**src/design/matrix_inverse_4x4_top_assert.svh**
```systemverilog
// assertion macros for the matrix inverse top level
// no dependencies
`ifndef MATRIX_INVERSE_4X4_TOP_ASSERT_SVH
`define MATRIX_INVERSE_4X4_TOP_ASSERT_SVH
`define MI_ASSERT_IMPL(lbl, clk, rst, ante, cons) \
   lbl: assert property (@(posedge clk) disable iff (rst) (ante) |-> (cons)) \
      else $error("assertion failed");
`define MI_ASSERT_NEXT(lbl, clk, rst, ante, cons) \
   lbl: assert property (@(posedge clk) disable iff (rst) (ante) |=> (cons)) \
      else $error("assertion failed");
`endif

```
**src/design/mi4_pkg.sv**
```systemverilog
// types and constants shared by the matrix inverse modules
// no dependencies
package mi4_pkg;
   typedef logic signed [31:0] elem_type;
   localparam logic [1:0] OP_MUL = 2'd0;
   localparam logic [1:0] OP_SUB = 2'd1;
   localparam logic [1:0] OP_PASS = 2'd2;
   typedef struct packed {
      logic       start;
      logic [1:0] op;
   } alu_ctl_type;
endpackage

```
**src/design/mi4_alu.sv**
```systemverilog
// shared multiply / subtract / pass unit with saturation, one registered stage
// depends on mi4_pkg
module mi4_alu #(
   parameter int FRAC_BITS = 16
) (
   input  logic                clock,
   input  mi4_pkg::alu_ctl_type ctl,
   input  mi4_pkg::elem_type   a,
   input  mi4_pkg::elem_type   b,
   input  mi4_pkg::elem_type   x,
   output mi4_pkg::elem_type   res_ff,
   output logic                sat_ff
);
   logic signed [63:0] prod;
   logic signed [64:0] rnd;
   logic signed [64:0] val;
   logic signed [64:0] lim_hi;
   logic signed [64:0] lim_lo;
   mi4_pkg::elem_type  res_in;
   logic               sat_in;

   always_comb begin
      prod   = 64'(a) * 64'(b);
      rnd    = (65'(prod) + (65'sd1 <<< (FRAC_BITS - 1))) >>> FRAC_BITS;
      lim_hi = 65'sd2147483647;
      lim_lo = -65'sd2147483648;
      case (ctl.op)
         mi4_pkg::OP_MUL:  val = rnd;
         mi4_pkg::OP_SUB:  val = 65'(x) - rnd;
         default:          val = 65'(x);
      endcase
      sat_in = 1'b0;
      res_in = val[31:0];
      if (val > lim_hi) begin
         res_in = 32'sh7fffffff;
         sat_in = ctl.start;
      end else if (val < lim_lo) begin
         res_in = 32'sh80000000;
         sat_in = ctl.start;
      end
   end

   always_ff @(posedge clock) begin
      res_ff <= res_in;
      sat_ff <= sat_in;
   end
endmodule

```
**config.mk**
```make
export PLATFORM = sky130hd
export DESIGN_NAME = mi4_alu
export DESIGN_NICKNAME = d
export VERILOG_FILES = /design/src/design/matrix_inverse_4x4_top_assert.svh /design/src/design/mi4_pkg.sv /design/src/design/mi4_alu.sv
export SDC_FILE = /design/constraint.sdc
export NUM_CORES = 2
export LEC_CHECK = 0
export BUFFER_PORTS_ARGS = -buffer_cell sky130_fd_sc_hd__buf_4
export CAP_MARGIN = 20
export CORE_MARGIN = 10
export CORE_UTILIZATION = 50
export DETAILED_ROUTE_END_ITERATION = 7
export PLACE_DENSITY = 0.8
export SYNTH_ARGS = -nofsm -noshare
export SYNTH_HDL_FRONTEND = slang
export SYNTH_SLANG_ARGS = --single-unit
```
**constraint.sdc**
```tcl
create_clock -name clock -period 13 [get_ports clock]
set_clock_uncertainty 0.2 [all_clocks]
set_input_delay 2.6 -clock clock [delete_from_list [all_inputs] [get_ports clock]]
set_output_delay 2.6 -clock clock [all_outputs]
set_load 0.1 [all_outputs]
```
==> impl_metrics.ini <==
[run_status]
status = finished clean

[placement]
place_area_um2 = 47770
port_buffers = 132
post-place-ws_ns = -0.4945
place_congestion = 1.004
dp_hpwl_um = 108000

[detailed_routing]
viasPerCell = 5.545
wl_per_cell_um = 19.74
drt-initial-drc-count = 2772
drt_drc_violations_left = 0
ant_nets = 0
vias = 35230
routed_wl_um = 125400
first_pass_iters = 7

[clocking]
clock_sinks = 33
clockBufferDepth = 2
htree_levels = 2
path_clk_slew_ns = 0.05
cts_buffers = 5
cts-root-buf = clkbuf_16
cts_tree = done

[worst_setup_path]
critPathMostFrequentCell = fa_1
crit_buf_inv = 8
cp_top_family = adder cells
slowest_stage = fa_1
worstSetupPathType = primary input to register
slowest_delay_ns = 0.58
cp-end-kind = register
required_ns = 12.96
path_max_fanout = 17
cp-start-kind = primary input
arrival_ns = 12.67

[cells_and_area]
multi_input_area_um2 = 37960
num-nets-final = 6620
fill_cells = 7281
drive_above_1_share = 0.1547
final_area_um2 = 48940
synthToLayoutAreaGrowth_pct = 13.92
layout_commonest_cell = fa_1
utilization = 0.5748
seq_area_um2 = 660.6
mostFrequentLayoutCells = 1088 x fa_1, 1025 x inv_1, 595 x nand2_1

[yosys]
synth_flop_cell = dfxtp_1
synth-seq-cells = 33
syn-num-nets = 6282
seq_area_frac_synth = 0.01538
synth_edf_count = 0
ys_types = 105
yosys.area.top_type = fa_1
synth_top_area_share = 0.5084
synth_area_leaders = fa_1 51%, inv_1 9.0%, and2_1 8.5%, ha_1 6.6%, nand2_1 5.2%
syn-cell-area_um2 = 42960
syn-instance-count = 4864
ys_warn_count = 0
postSynthAreaPerCell_um2 = 8.832
async_flop_share = 0

[global_route]
grt_max_degree = 57
grt_pass1_vias = 39100
antenna_found_initial = 8
grt_use_total = 0.2583
grt_first_pass_wirelength_um = 204600
overflow = 0

[floorplan]
rows = 107
core_um2 = 85150
ios = 133
die_area_um2 = 98040
die_y_um = 313.1
dieWidth_um = 313.1
start_util = 0.5045

[flow_run]
max_cap_violations = 0

[sta]
period_share = 0.9775
fmax_mhz = 78.69
slew_headroom = 0.4403
setup_viol = 0
tightest_slew_ns = 0.8376
slew_viol_final = 0
setup_slack_ns = 0.2919
post-route-min-period_ns = 12.71
finalHoldViolCount = 0

[min_path]
hold_class = primary input to register
## state kept, by name, summed over array words and instances, names as in the netlist
register  cells
res_ff       32
sat_ff        1
## logic make-up after synthesis
family / Yosys count / synth area share
mux: 18 / 0.004456
compound gates: 545 / 0.08415
buf+inv: 1309 / 0.1169
simple gates: 1551 / 0.1862
xor+xnor: 90 / 0.01835
fa+ha+maj: 1318 / 0.5745
flops: 33 / 0.01538
## metal layers
metal	routed length (um)	vias up	track usage
met4	4887	0	0.08466
met3	7706	327	0.02165
met5	0	-	0
met2	65390	1431	0.4707
met1	47440	18130	0.3199
li1	-	15340	-
## per-stage QoR
stage	TNS, ns	hold WS (ns)	cells
floorplan	0	2.517	4864
global placement	-11.52	2.650	6309
detailed placement	-12.15	2.647	6309
CTS	0	2.365	6318
global route	-0.2514	2.357	6353
finish	0	2.370	6353
## Yosys cell counts, types with 29 or more instances
| master | number |
|---|---|
| buf_2 | 29 |
| a21oi_1 | 169 |
| inv_1 | 1028 |
| xor2_1 | 39 |
| clkbuf_1 | 230 |
| nand4_1 | 57 |
| o21ai_1 | 34 |
| xnor2_1 | 51 |
| fa_1 | 1091 |
| ha_1 | 227 |
| o21ai_0 | 103 |
| dfxtp_1 | 33 |
| and2_1 | 584 |
| nand2_1 | 597 |
| nor2_1 | 135 |
## area by class of cell
cell class,instances,share of cell area
Antenna cell,6,0.0003068
Multi-Input combinational cell,3523,0.7757
Clock buffer,7,0.002915
Sequential cell,33,0.01350
Clock inverter,1,0.0006136
Tap cell,1144,0.02925
Inverter,1028,0.07885
Timing Repair Buffer,611,0.09892
## timing repair
item | in CTS | in global routing
hold buffers | 0 | 0
buffers inserted | 1 | 28
cloned | 0 | 1
resized for setup | 9 | 159
setup endpoints to repair | 28 | 33
pin swaps | 3 | 35
## path summary, 6_finish.rpt
kind | from | end | slack (ns) | cells past startpoint
max | a[16] | res_ff[22] | 0.29 | 37
min | ctl[2] | sat_ff | 2.37 | 2
Power is not shown: default switching activity piles up to over one toggle a cycle in this logic, so the estimate is an artifact.
