===== src/design/matrix_inverse_4x4_top_assert.svh =====
// assertion macros for the matrix inverse top level
// no dependencies
`ifndef MATRIX_INVERSE_4X4_TOP_ASSERT_SVH
`define MATRIX_INVERSE_4X4_TOP_ASSERT_SVH
`define MI_ASSERT_IMPL(lbl, clk, rst, ante, cons) \
   lbl: assert property (@(posedge clk) disable iff (rst) (ante) |-> (cons)) \
      else $error("assertion failed");
`define MI_ASSERT_NEXT(lbl, clk, rst, ante, cons) \
   lbl: assert property (@(posedge clk) disable iff (rst) (ante) |=> (cons)) \
      else $error("assertion failed");
`endif


===== src/design/mi4_pkg.sv =====
// types and constants shared by the matrix inverse modules
// no dependencies
package mi4_pkg;
   typedef logic signed [31:0] elem_type;
   localparam logic [1:0] OP_MUL = 2'd0;
   localparam logic [1:0] OP_SUB = 2'd1;
   localparam logic [1:0] OP_PASS = 2'd2;
   typedef struct packed {
      logic       start;
      logic [1:0] op;
   } alu_ctl_type;
endpackage


===== src/design/mi4_recip.sv =====
// bit-serial reciprocal: round(2^(2F) / m), signed, saturated
// depends on mi4_pkg
module mi4_recip #(
   parameter int FRAC_BITS = 16
) (
   input  logic              clock,
   input  logic              reset,
   input  logic              start,
   input  mi4_pkg::elem_type pivot,
   output logic              done,
   output mi4_pkg::elem_type recip,
   output logic              sat
);
   localparam int NB = 2 * FRAC_BITS + 2;
   logic [NB-1:0] num_ff, num_in;
   logic [32:0]   rem_ff, rem_in;
   logic [32:0]   den_ff, den_in;
   logic [NB-1:0] quo_ff, quo_in;
   logic [6:0]    cnt_ff, cnt_in;
   logic          busy_ff, busy_in, neg_ff, neg_in, done_in, done_ff;
   logic [33:0]   trial;
   logic [31:0]   mag;

   assign mag = pivot[31] ? 32'(-pivot) : 32'(pivot);
   assign trial = {rem_ff, num_ff[NB-1]} - {1'b0, den_ff};

   always_comb begin
      num_in = num_ff; rem_in = rem_ff; den_in = den_ff; quo_in = quo_ff;
      cnt_in = cnt_ff; busy_in = busy_ff; neg_in = neg_ff; done_in = 1'b0;
      if (start) begin
         num_in  = (NB'(1) << (2 * FRAC_BITS)) + NB'(mag >> 1);
         den_in  = {1'b0, mag};
         rem_in  = '0; quo_in = '0; cnt_in = 7'(NB);
         busy_in = 1'b1; neg_in = pivot[31];
      end else if (busy_ff) begin
         num_in = num_ff << 1;
         if (!trial[33]) begin
            rem_in = trial[32:0];
            quo_in = {quo_ff[NB-2:0], 1'b1};
         end else begin
            rem_in = {rem_ff[31:0], num_ff[NB-1]};
            quo_in = {quo_ff[NB-2:0], 1'b0};
         end
         cnt_in = cnt_ff - 7'd1;
         if (cnt_ff == 7'd1) begin
            busy_in = 1'b0; done_in = 1'b1;
         end
      end
   end

   always_ff @(posedge clock) begin
      if (reset) begin
         busy_ff <= 1'b0; done_ff <= 1'b0; cnt_ff <= '0;
      end else begin
         busy_ff <= busy_in; done_ff <= done_in; cnt_ff <= cnt_in;
      end
      num_ff <= num_in; rem_ff <= rem_in; den_ff <= den_in;
      quo_ff <= quo_in; neg_ff <= neg_in;
   end

   always_comb begin
      done = done_ff;
      sat  = 1'b0;
      if (!neg_ff) begin
         if (quo_ff > NB'(32'h7fffffff)) begin
            recip = 32'sh7fffffff; sat = 1'b1;
         end else recip = quo_ff[31:0];
      end else begin
         if (quo_ff > NB'(33'h80000000)) begin
            recip = 32'sh80000000; sat = 1'b1;
         end else recip = 32'(-quo_ff[31:0]);
      end
   end
endmodule


===== config.mk =====
export PLATFORM = sky130hd
export DESIGN_NAME = mi4_recip
export DESIGN_NICKNAME = d
export VERILOG_FILES = /design/src/design/matrix_inverse_4x4_top_assert.svh /design/src/design/mi4_pkg.sv /design/src/design/mi4_recip.sv
export SDC_FILE = /design/constraint.sdc
export NUM_CORES = 1
export LEC_CHECK = 0
export ABC_AREA = 1
export BUFFER_PORTS_ARGS = -buffer_cell sky130_fd_sc_hd__buf_2
export CORE_MARGIN = 1
export CORE_UTILIZATION = 35
export CTS_CLUSTER_SIZE = 12
export DETAILED_ROUTE_END_ITERATION = 6
export PLACE_DENSITY = 0.58
export SYNTH_ARGS = -nofsm -noshare
export SYNTH_HDL_FRONTEND = slang
export SYNTH_SLANG_ARGS = --single-unit

===== constraint.sdc =====
create_clock -name clock -period 2.6 [get_ports clock]
set_clock_uncertainty 0.15 [all_clocks]
set_input_delay 0.52 -clock clock [delete_from_list [all_inputs] [get_ports clock]]
set_output_delay 0.52 -clock clock [all_outputs]
set_load 0.03 [all_outputs]

==> out/qor.yml <==
outcome:
  status: "finished with violations"
  violations: "setup timing"
power:
  p_int_w: 0.00431
  p_sw_share_pct: 27.1
  power_switching_w: 0.00160
  power.share.combinational_pct: 13.8
  p_total_w: 0.00591
  p_per_area_nw_per_um2: 447
  ir_drop_v: 0.000362
  p_leak_nw: 6.70
  p_seq_share_pct: 43.2
  pwr-share-clk_pct: 43.0
place:
  place_ws_ns: -0.0162
  dp_hpwl_um: 22400
  portBuffers: 68
  globalplace.congestion: 0.993
worst_setup_path:
  cp_max_fo: 4
  cp.depth: 7
  cp_num_buf_inv: 2
  timing.rr.end: "rem_ff[13]"
  crit_path_cell_trace: "buf_4 > nor2_1 > nand3_1 > nor4_2 > xor2_1 > o21ai_4 > buf_6"
  critPathCapture: "recip[25]"
  cpPeakStageDelay_ns: 0.37
  endpoint_kind: "output port"
  path_delay_family: "simple AND/OR/NAND/NOR gates"
  arrival_ns: 2.28
  crit_required_ns: 1.93
  critPathKind: "flop to output port"
  cpMaxStageDelayCell: "nor4_2"
  cp-start-kind: "flop"
  r2r-start: "den_ff[22]"
  ff2ff_setup_slack_ns: 0.15
  worst_r2r_path_depth: 13
  setup.worst_path.start: "quo_ff[21]"
finish:
  mostFrequentLayoutCells: "nand2_1, inv_1, nand3_1"
  final_util_pct: 47.1
  num_antenna_cells: 0
  drive_gt1_share_pct: 22.6
  layout_commonest_cell: "nand2_1"
  final_nets: 1724
  n_fill_cell: 2833
  area.growth.synth_to_final_pct: 31.0
detailed_routing:
  antenna_left: 0
  viasPerCell: 4.92
  drt_iter0_markers: 788
  drt_pass1_iterations: 5
  vias: 10000
  route.detailed.drc: 0
  avgRoutedWirePerCell_um: 15.1
  finalWirelength_um: 30900
timing:
  max_freq_ghz: 0.339
  setup_ws_ns: -0.353
  final_max_slew_viol_count: 0
  hold_viol: 0
  slew_headroom_pct: 66.9
  post-route-min-period_ns: 2.95
  setup_viol: 33
  finalCritPeriodShare_pct: 114
  rsz0062_at_grt: "yes"
  worst_slew_pin_slew_ns: 0.492
yosys:
  synth_area_leaders: "edfxtp_1, nand2_1, dfxtp_1"
  synth_cells: 1491
  ys_warn_count: 0
  syn_avg_cell_area_um2: 6.78
  ys_seq_area_share_pct: 35.0
  synth_top_area_share_pct: 19.9
  synth_area_leader_cell: "edfxtp_1"
  netlist_area_um2: 10100
  synth.ff_latch_count: 143
  synth_fp_nets: 1563
  yosysUniqueCellTypes: 46
hold_path:
  hp-class: "input port to flop"
floorplanning:
  start_util_pct: 36.0
  core_area_um2: 28100
  die_width_um: 172
  num_io_pins: 69
  die_area_um2: 29600
  row_count: 61
  die_height_um: 172
clocking:
  cts.path.max_buffers: 2
  clock_latency_ns: 0.43
  cts_root_buf: "clkbuf_16"
  cts_htree_levels: 4
  ctsHoldBuffers: 0
  cts_made_buffers: 17
  clk_pin_slew_worst_paths_ns: 0.07
  cts_tree: "done"
  clkSinkCount: 143
global_route:
  grt_pass1_vias: 9322
  met3_usage_pct: 2.52
  antenna_found_initial: 0
  grt_start_max_net_pins: 68
  grt_pass1_wl_um: 47800
  grt_util_met2_pct: 32.0
  use_met1_pct: 29.7
  grt_overflow: 0
  grt.busiest_layer: "met2"
  globalRouteTotalUtil_pct: 20.7
job:
  maxCapViolCount: 0
## flip-flops by register name (all words and copies together) (netlist names)
| name | cells |
|---|---|
| busy_ff | 1 |
| cnt_ff | 7 |
| den_ff | 32 |
| done | 1 |
| neg_ff | 1 |
| num_ff | 34 |
| quo_ff | 34 |
| rem_ff | 33 |
## worst reg2reg max path: stages (launching register included)
cell and delay [ns]:
edfxtp_1 0.38, inv_1 0.10, ha_1 0.27, a21oi_2 0.20, nor2_1 0.07, nor2_2 0.14
o21ai_2 0.09, a21oi_4 0.23, nand3_4 0.22, buf_4 0.25, nand3_1 0.10, nand2_1 0.06
nand2_1 0.05, nand2_1 0.04
## metal layers
metal	share of wire [%]	routed length [µm]	vias to the layer above
li1	-	-	5090
met1	48	14900	4679
met2	46	14100	230
met3	4.0	1250	44
met4	1.9	599	0
met5	0	0	-
## what timing repair did
item	4_1_cts	5_1_grt
setup endpoints to repair	33	65
pin swaps	14	18
setup buffers	15	9
cloned	2	2
gates resized for setup	138	93
## layout make-up
| cell class | count | area (µm²) | share of cell area [%] |
|---|---|---|---|
| Multi-Input combinational cell | 1071 | 6170 | 46.6 |
| Sequential cell | 143 | 3550 | 26.8 |
| Timing Repair Buffer | 181 | 1540 | 11.7 |
| Inverter | 238 | 893 | 6.75 |
| Clock buffer | 23 | 522 | 3.94 |
| Tap cell | 378 | 473 | 3.57 |
| Clock inverter | 9 | 88.8 | 0.671 |
## synth_stat cells (all sizes together)
cell type	instances
o21ai	66
xor2	64
a21oi	37
dfxtp	76
and2	2
fa	1
nor3	24
o211ai	10
inv	237
nand3	142
nor2	117
o22ai	32
nor4	7
a221oi	1
edfxtp	67
a21o	1
clkinv	1
buf	17
clkbuf	22
nand3b	3
a31oi	2
ha	36
xnor2	6
o21bai	8
nand4	17
nand2	490
or2	5
## power by group through the flow
| stage | clock [W] | sequential, W | combinational (W) |
|---|---|---|---|
| final | 0.00254 | 0.00255 | 0.000814 |
| after global routing | 0.00269 | 0.00257 | 0.000905 |
| after CTS | 0.00260 | 0.00255 | 0.000779 |
| after detailed placement | 0 | 0.00261 | 0.000741 |
| after global placement | 0 | 0.00260 | 0.000741 |
| after floorplan | 0 | 0.00259 | 0.000491 |
## kinds of logic after synthesis
kind of cell	share of synthesized area, %
xor gates and xnor gates	6.07
adders and majority gates	4.66
and+or+nand+nor	34.5
buffers and inverters	10.8
DFF	35.0
AOI/OAI and AO/OA	9.04
## worst min path at each step
| stage | from | endpoint | cells after the start |
|---|---|---|---|
| final | reset | busy_ff | 2 |
| after global routing | reset | busy_ff | 2 |
| after CTS | reset | busy_ff | 2 |
| after detailed placement | quo_ff[33] | quo_ff[33] | 2 |
| after global placement | quo_ff[33] | quo_ff[33] | 2 |
| after floorplan | quo_ff[33] | quo_ff[33] | 2 |
## stage by stage
stage / TNS, ns / instances / hold WS, ns / cell area [µm²]
3_5_place_dp: -0.0331 / 1986 / 0.306 / 11500
3_3_place_gp: 0 / 1986 / 0.291 / 11500
2_1_floorplan: -1.69 / 1491 / 0.279 / 10100
4_1_cts: -6.59 / 2033 / 0.140 / 12700
6_report: -8.67 / 2043 / 0.152 / 13200
5_1_grt: -12.26 / 2043 / 0.145 / 13200
Power figures use the tool's default switching activity.
